==> config.mk <==
export PLATFORM = sky130hd
export DESIGN_NAME = arp_cache_table_core
export DESIGN_NICKNAME = d
export VERILOG_FILES = /design/src/rtl/core/arp_pkg.sv /design/src/rtl/core/arp_entry_ram.sv /design/src/rtl/core/arp_cache_table_core.sv
export SDC_FILE = /design/constraint.sdc
export NUM_CORES = 2
export LEC_CHECK = 0
export BUFFER_PORTS_ARGS = -buffer_cell sky130_fd_sc_hd__buf_2
export CORE_AREA = 2 2 400 402
export CTS_CLUSTER_DIAMETER = 60
export DETAILED_ROUTE_END_ITERATION = 8
export DIE_AREA = 0 0 402 404
export MAX_ROUTING_LAYER = met4
export SKIP_LAST_GASP = 1
export SLEW_MARGIN = 20
export SYNTH_ARGS = -nofsm -noshare
export SYNTH_HDL_FRONTEND = slang
export SYNTH_SLANG_ARGS = --single-unit
==> constraint.sdc <==
create_clock -name clock -period 12.7 [get_ports clock]
set_input_delay 0.635 -clock clock [delete_from_list [all_inputs] [get_ports clock]]
set_output_delay 0.635 -clock clock [all_outputs]
set_load 0.02 [all_outputs]
==> src/rtl/core/arp_pkg.sv <==
`timescale 1ns / 1ps

package arp_pkg;

   // Request operation codes.
   localparam logic [1:0] CMD_ADD    = 2'd0;
   localparam logic [1:0] CMD_DELETE = 2'd1;
   localparam logic [1:0] CMD_FIND   = 2'd2;

   // Response status codes.
   localparam logic [1:0] STATUS_OK        = 2'd0;
   localparam logic [1:0] STATUS_NOT_FOUND = 2'd1;
   localparam logic [1:0] STATUS_FULL      = 2'd2;

   // One table entry as it is held in memory.
   typedef struct packed {
      logic [31:0] ip;
      logic [47:0] mac;
      logic [15:0] ttl;
   } entry_type;

   // Sequencer states.
   typedef enum logic [1:0] {
      ST_IDLE,
      ST_SCAN,
      ST_SHIFT,
      ST_DONE
   } state_type;

endpackage

==> src/rtl/core/arp_entry_ram.sv <==
`timescale 1ns / 1ps

module arp_entry_ram #(
   parameter int DEPTH = 16,
   parameter int AW    = 4
) (
   input  logic                  clock,
   input  logic                  wr_en,
   input  logic [AW-1:0]         wr_addr,
   input  arp_pkg::entry_type    wr_data,
   input  logic                  rd_en,
   input  logic [AW-1:0]         rd_addr,
   output arp_pkg::entry_type    rd_data
);

   arp_pkg::entry_type mem [DEPTH];
   arp_pkg::entry_type rd_data_ff;

   // One write port and one registered read port.
   always_ff @(posedge clock) begin
      if (wr_en) begin
         mem[wr_addr] <= wr_data;
      end
      if (rd_en) begin
         rd_data_ff <= mem[rd_addr];
      end
   end

   assign rd_data = rd_data_ff;

endmodule

==> src/rtl/core/arp_cache_table_core.sv <==
`timescale 1ns / 1ps

// Add, the unused code, and find or delete on an empty table go straight to done;
// find and delete otherwise first scan the stored entries with one memory read per cycle
// and, for delete, one entry moved down per cycle. The response loads from done once the
// output register is free. One request is worked on at a time, and the next is taken once
// the sequencer is back in idle; a waiting response holds back only the next response.
// Reset (synchronous, active high) empties the table; entry contents are not cleared.
module arp_cache_table_core #(
   parameter int TABLE_DEPTH = 16
) (
   input  logic        clock,
   input  logic        reset,
   input  logic        req_valid,
   output logic        req_stall,
   input  logic [1:0]  req_command,
   input  logic [31:0] req_ip_address,
   input  logic [47:0] req_mac_address,
   input  logic [15:0] req_time_to_live,
   output logic        rsp_valid,
   input  logic        rsp_stall,
   output logic [1:0]  rsp_status,
   output logic [47:0] rsp_found_mac,
   output logic [15:0] rsp_found_ttl
);

   localparam int AW = (TABLE_DEPTH > 1) ? $clog2(TABLE_DEPTH) : 1;
   localparam int CW = $clog2(TABLE_DEPTH + 1);
   localparam logic [CW-1:0] DEPTH_C = CW'(TABLE_DEPTH);

   arp_pkg::state_type state_ff, state_in;
   logic [CW-1:0]      count_ff, count_in;
   logic [CW-1:0]      idx_ff, idx_in;
   logic [AW-1:0]      hole_ff, hole_in;
   logic               chk_valid_ff, chk_valid_in;
   logic [1:0]         cmd_ff, cmd_in;
   logic [31:0]        ip_ff, ip_in;
   logic [1:0]         res_status_ff, res_status_in;
   logic [47:0]        res_mac_ff, res_mac_in;
   logic [15:0]        res_ttl_ff, res_ttl_in;
   logic               rsp_valid_ff, rsp_valid_in;
   logic [1:0]         rsp_status_ff, rsp_status_in;
   logic [47:0]        rsp_mac_ff, rsp_mac_in;
   logic [15:0]        rsp_ttl_ff, rsp_ttl_in;

   logic               accept;
   logic               is_lookup;
   logic               match;
   logic               slot_free;
   logic               wr_en;
   logic [AW-1:0]      wr_addr;
   arp_pkg::entry_type wr_data;
   logic               rd_en;
   logic [AW-1:0]      rd_addr;
   arp_pkg::entry_type rd_data;

   arp_entry_ram #(
      .DEPTH (TABLE_DEPTH),
      .AW    (AW)
   ) u_ram (
      .clock   (clock),
      .wr_en   (wr_en),
      .wr_addr (wr_addr),
      .wr_data (wr_data),
      .rd_en   (rd_en),
      .rd_addr (rd_addr),
      .rd_data (rd_data)
   );

   // Handshake and compare terms used by the combinational blocks.
   assign req_stall = (state_ff != arp_pkg::ST_IDLE);
   assign accept    = req_valid && !req_stall;
   assign is_lookup = (req_command == arp_pkg::CMD_FIND) ||
                      (req_command == arp_pkg::CMD_DELETE);
   assign match     = chk_valid_ff && (rd_data.ip == ip_ff);
   assign slot_free = !rsp_valid_ff || !rsp_stall;

   // Next state of the sequencer.
   always_comb begin
      state_in = state_ff;
      unique case (state_ff)
         arp_pkg::ST_IDLE: begin
            if (req_valid) begin
               if (is_lookup && (count_ff != '0)) begin
                  state_in = arp_pkg::ST_SCAN;
               end else begin
                  state_in = arp_pkg::ST_DONE;
               end
            end
         end
         arp_pkg::ST_SCAN: begin
            if (!chk_valid_ff) begin
               state_in = arp_pkg::ST_DONE;
            end else if (match) begin
               if (cmd_ff == arp_pkg::CMD_DELETE) begin
                  state_in = arp_pkg::ST_SHIFT;
               end else begin
                  state_in = arp_pkg::ST_DONE;
               end
            end
         end
         arp_pkg::ST_SHIFT: begin
            if (!chk_valid_ff) begin
               state_in = arp_pkg::ST_DONE;
            end
         end
         arp_pkg::ST_DONE: begin
            if (slot_free) begin
               state_in = arp_pkg::ST_IDLE;
            end
         end
         default: begin
            state_in = arp_pkg::ST_IDLE;
         end
      endcase
   end

   // Memory control, scan pointers and result capture.
   always_comb begin
      count_in      = count_ff;
      idx_in        = idx_ff;
      hole_in       = hole_ff;
      chk_valid_in  = 1'b0;
      cmd_in        = cmd_ff;
      ip_in         = ip_ff;
      res_status_in = res_status_ff;
      res_mac_in    = res_mac_ff;
      res_ttl_in    = res_ttl_ff;
      wr_en         = 1'b0;
      wr_addr       = count_ff[AW-1:0];
      wr_data       = '{ip: req_ip_address, mac: req_mac_address, ttl: req_time_to_live};
      rd_en         = 1'b0;
      rd_addr       = idx_ff[AW-1:0];

      unique case (state_ff)
         arp_pkg::ST_IDLE: begin
            if (accept) begin
               cmd_in        = req_command;
               ip_in         = req_ip_address;
               res_status_in = arp_pkg::STATUS_NOT_FOUND;
               res_mac_in    = '0;
               res_ttl_in    = '0;
               unique case (req_command) inside
                  arp_pkg::CMD_ADD: begin
                     if (count_ff == DEPTH_C) begin
                        res_status_in = arp_pkg::STATUS_FULL;
                     end else begin
                        wr_en         = 1'b1;
                        count_in      = count_ff + 1'b1;
                        res_status_in = arp_pkg::STATUS_OK;
                     end
                  end
                  arp_pkg::CMD_DELETE, arp_pkg::CMD_FIND: begin
                     // The first entry is read right away.
                     if (count_ff != '0) begin
                        rd_en        = 1'b1;
                        rd_addr      = '0;
                        idx_in       = CW'(1);
                        chk_valid_in = 1'b1;
                     end
                  end
                  default: begin
                  end
               endcase
            end
         end
         arp_pkg::ST_SCAN, arp_pkg::ST_SHIFT: begin
            // One read is issued per cycle while entries remain.
            if (idx_ff < count_ff) begin
               rd_en        = 1'b1;
               idx_in       = idx_ff + 1'b1;
               chk_valid_in = 1'b1;
            end
            if (state_ff == arp_pkg::ST_SCAN) begin
               if (match) begin
                  res_status_in = arp_pkg::STATUS_OK;
                  hole_in       = AW'(idx_ff - 1'b1);
                  if (cmd_ff == arp_pkg::CMD_FIND) begin
                     res_mac_in = rd_data.mac;
                     res_ttl_in = rd_data.ttl;
                  end
               end
            end else begin
               // Move the entry after the gap down into it.
               if (chk_valid_ff) begin
                  wr_en   = 1'b1;
                  wr_addr = hole_ff;
                  wr_data = rd_data;
                  hole_in = hole_ff + 1'b1;
               end else begin
                  count_in = count_ff - 1'b1;
               end
            end
         end
         arp_pkg::ST_DONE: begin
         end
         default: begin
         end
      endcase
   end

   // Output register loads when the finished request's response can be placed.
   always_comb begin
      rsp_status_in = rsp_status_ff;
      rsp_mac_in    = rsp_mac_ff;
      rsp_ttl_in    = rsp_ttl_ff;
      rsp_valid_in  = rsp_valid_ff && rsp_stall;
      if ((state_ff == arp_pkg::ST_DONE) && slot_free) begin
         rsp_valid_in  = 1'b1;
         rsp_status_in = res_status_ff;
         rsp_mac_in    = res_mac_ff;
         rsp_ttl_in    = res_ttl_ff;
      end
   end

   // Control registers.
   always_ff @(posedge clock) begin
      if (reset) begin
         state_ff     <= arp_pkg::ST_IDLE;
         count_ff     <= '0;
         chk_valid_ff <= 1'b0;
         rsp_valid_ff <= 1'b0;
      end else begin
         state_ff     <= state_in;
         count_ff     <= count_in;
         chk_valid_ff <= chk_valid_in;
         rsp_valid_ff <= rsp_valid_in;
      end
   end

   // Payload registers.
   always_ff @(posedge clock) begin
      idx_ff        <= idx_in;
      hole_ff       <= hole_in;
      cmd_ff        <= cmd_in;
      ip_ff         <= ip_in;
      res_status_ff <= res_status_in;
      res_mac_ff    <= res_mac_in;
      res_ttl_ff    <= res_ttl_in;
      rsp_status_ff <= rsp_status_in;
      rsp_mac_ff    <= rsp_mac_in;
      rsp_ttl_ff    <= rsp_ttl_in;
   end

   assign rsp_valid     = rsp_valid_ff;
   assign rsp_status    = rsp_status_ff;
   assign rsp_found_mac = rsp_mac_ff;
   assign rsp_found_ttl = rsp_ttl_ff;

endmodule
==> impl_metrics.ini <==
[synthesis]
syn_avg_cell_area_sq_um = 17.7
yosys.area.top_type = edfxtp_1
yosysTopAreaCellShare_pct = 76.8
async_flop_share_pct = 0
synth_mux_area_share_pct = 9.06
syn_nets = 4107
synth-compound-area-share_pct = 6.81
ys_ff_latch = 1816
synth_ff_type = edfxtp_1
synth_xor_area_share_pct = 0.520
syn-cell-area_sq_mm = 0.0707
synth_top_family_by_area = multiplexers
ys.warnings.count = 0
synth_area_leaders = edfxtp_1, mux4_2, a211oi_1, nand2_1, mux2_2
synth-edff-count = 1807
synth_cell_types = 54
ys_seq_area_share_pct = 77.0
syn-instance-count = 3988
yosys.area_share.adder_pct = 0.312
synth_simple_gate_area_share_pct = 4.65

[placed_design]
place_hpwl_um = 93400
portBuffers = 169
dpl-instance-area_sq_mm = 0.0739
place.gp.congestion = 0.777
dp.cells = 6042

[min_path]
min-delay-start = req_ip_address[2]
hp-class = in2reg

[sta]
setup-violations-final = 0
final_hold_viol_count = 0
finalMaxSlewViolations = 0
fin_tns_setup_ns = 0
min_period_ns = 5.98
fin_crit_sh_pct = 47.1
fin_skew_ns = 0.0387
worst_pin_slew_ns = 1.11
max_freq_ghz = 0.167
relSlewSlack_pct = 26.3
rsz0062_at_grt = false

[finish]
nFillCells = 12800
syn2layout_area_growth_pct = 13.0
final_common_cell = edfxtp_1
final_cell_mix = edfxtp_1, nand2_1, a211oi_1
fin_cells = 6393
seqCellArea_sq_mm = 0.0544
multi_input_area_sq_mm = 0.0153
nNetsFinal = 4296
finish.instance_area_sq_mm = 0.0798
drive_above_1_share_pct = 19.9

[drt]
met2_length_um = 86100
route.met3.wl_um = 14200
wl_per_cell_um = 28.4
drt-initial-drc-count = 3937
highest_layer = met4
drt-met1-wl_um = 78200
vias_per_cell = 5.90
drt-total-wl_um = 182000
drtAntennaViolNets = 0
vias = 37700
first_pass_iters = 5
drc_errors = 0

[power]
power.leakage_uw = 0.0258
p_switching_uw = 6170
power_density_mw_per_mm2 = 232
combPwrFrac_pct = 28.8
intPower_uw = 12300
irDropWorstVdd_mv = 0.222
sw_frac_of_total_pct = 33.4
seq_power_share_pct = 43.2
p_clk_share_pct = 28.0

[cts]
cts_resized = 0
htreeDepth = 4
path_clk_slew_ns = 0.06
cts_tree = done
cts_num_sinks = 1816
cts_made_buffers = 184
cts_max_path_buffers = 3
worstSkewPairLatency_ns = 0.82
root_buffer = clkbuf_16

[die]
die_area_sq_mm = 0.162
io_pins = 170
initial_core_util_pct = 44.8
fp.dieH_um = 404
rows = 146
coreArea_sq_mm = 0.158
die_w_um = 402

[worst_setup_path]
timing.rr.start = state_ff[0]$_SDFFE_PP0P_
crit_path_start_kind = flop
path_class = reg2reg
crit_required_ns = 13.10
path_max_fanout = 74
worstSetupStartpoint = state_ff[0]$_SDFFE_PP0P_
worst_setup_path_end_kind = flop
ff2ff_setup_slack_ns = 6.72
crit_arrival_ns = 6.39

[grt]
grt_pass1_wl_um = 265000
grt_pass1_vias = 37400
grt_antenna_before_repair = 5
grt_util_all_layers_pct = 23.0
grt_start_max_net_pins = 157
overflow = 0

[run_status]
status = finished, final reports clean

[run]
cap_violations = 0
==> worst paths after layout <==
check,to,cells after the start
setup reg to reg,u_ram.mem[0][16]$_DFFE_PP_,9
hold / removal,ip_ff[2]$_DFFE_PP_,1
hold reg to reg,rsp_found_mac[33]$_DFFE_PP_,0
setup / recovery,u_ram.mem[0][16]$_DFFE_PP_,9
==> cell families (layout without fill, tap and decap cells) <==
kind of cell | after synthesis | count (layout)
flip-flops | 1816 | 1816
AND/OR/NAND/NOR | 734 | 734
AO/OA/AOI/OAI | 715 | 715
multiplexers | 388 | 388
buffers and inverters | 276 | 607
XOR/XNOR | 42 | 42
adder cells (fa/ha/maj) | 17 | 17
other | 0 | 2
==> synthesized netlist by cell type (4+ instances only) <==
cell type	n
a211oi_1	232
a211oi_2	60
a21oi_1	106
a31oi_1	102
and2_1	66
and3_1	98
buf_1	20
buf_2	39
buf_4	4
buf_6	5
clkbuf_1	190
dfxtp_1	9
edfxtp_1	1807
ha_1	16
inv_1	18
mux2_2	96
mux2i_1	100
mux4_2	192
nand2_1	401
nand3_1	5
nand4_1	10
nor2_1	126
nor3_1	6
nor4_1	6
o21ai_0	196
xnor2_1	37
xor2_1	5
==> sequential cells by signal (all words and copies together), names as in the netlist, 5 cells and up <==
signal / count
count_ff: 5
idx_ff: 5
ip_ff: 32
res_mac_ff: 48
res_ttl_ff: 16
rsp_found_mac: 48
rsp_found_ttl: 16
u_ram.mem: 1536
u_ram.rd_data: 96
==> metrics by stage <==
step | total power [uW] | utilization [%] | worst slack, ns | hold WS, ns
floorplan | 11600 | - | 0.874 | 0.400
global placement | 13400 | 46.8 | 6.74 | 0.401
detailed placement | 13400 | 46.8 | 6.65 | 0.405
CTS | 18600 | 50.6 | 6.62 | 0.00582
global route | 19200 | 50.6 | 6.37 | 0.0332
finish | 18500 | 50.6 | 6.72 | 0.0564
==> cell type report <==
cell class / instances / share of cell area [%]
Multi-Input combinational cell: 1896 / 19.2
Clock buffer: 224 / 5.98
Inverter: 18 / 0.0862
Tap cell: 2072 / 3.25
Clock inverter: 104 / 1.18
Antenna cell: 2 / 0.00627
Sequential cell: 1816 / 68.2
Timing Repair Buffer: 261 / 2.12
==> per-layer routing <==
metal  vias up  track usage (%)
li1      16200                -
met1     19700             32.5
met2      1614             35.2
met3       241             3.63
met4         0             5.48
met5         -                -
==> what timing repair did <==
item	4_1_cts	5_1_grt
hold buffers	21	0
setup endpoints to repair	0	0
buffers inserted	0	0
hold endpoints to repair	21	0
==> worst max-delay path, cell delays in order (launching register included) <==
cell,delay [ns]
dfxtp_1,0.43
inv_1,0.15
ha_4,0.55
nand3b_1,0.24
buf_4,0.77
mux2i_1,0.68
nand3b_1,0.46
nor2_4,0.64
buf_4,0.63
buf_4,0.92
==> power by group through the flow <==
stage | clock network [uW] | logic [uW] | registers, uW
final | 5170 | 5330 | 7990
after global routing | 5470 | 5740 | 8030
after CTS | 5260 | 5360 | 7990
after detailed placement | 0 | 5340 | 8110
after global placement | 0 | 5300 | 8100
after floorplan | 0 | 3520 | 8050
Power figures use the tool's default switching activity.
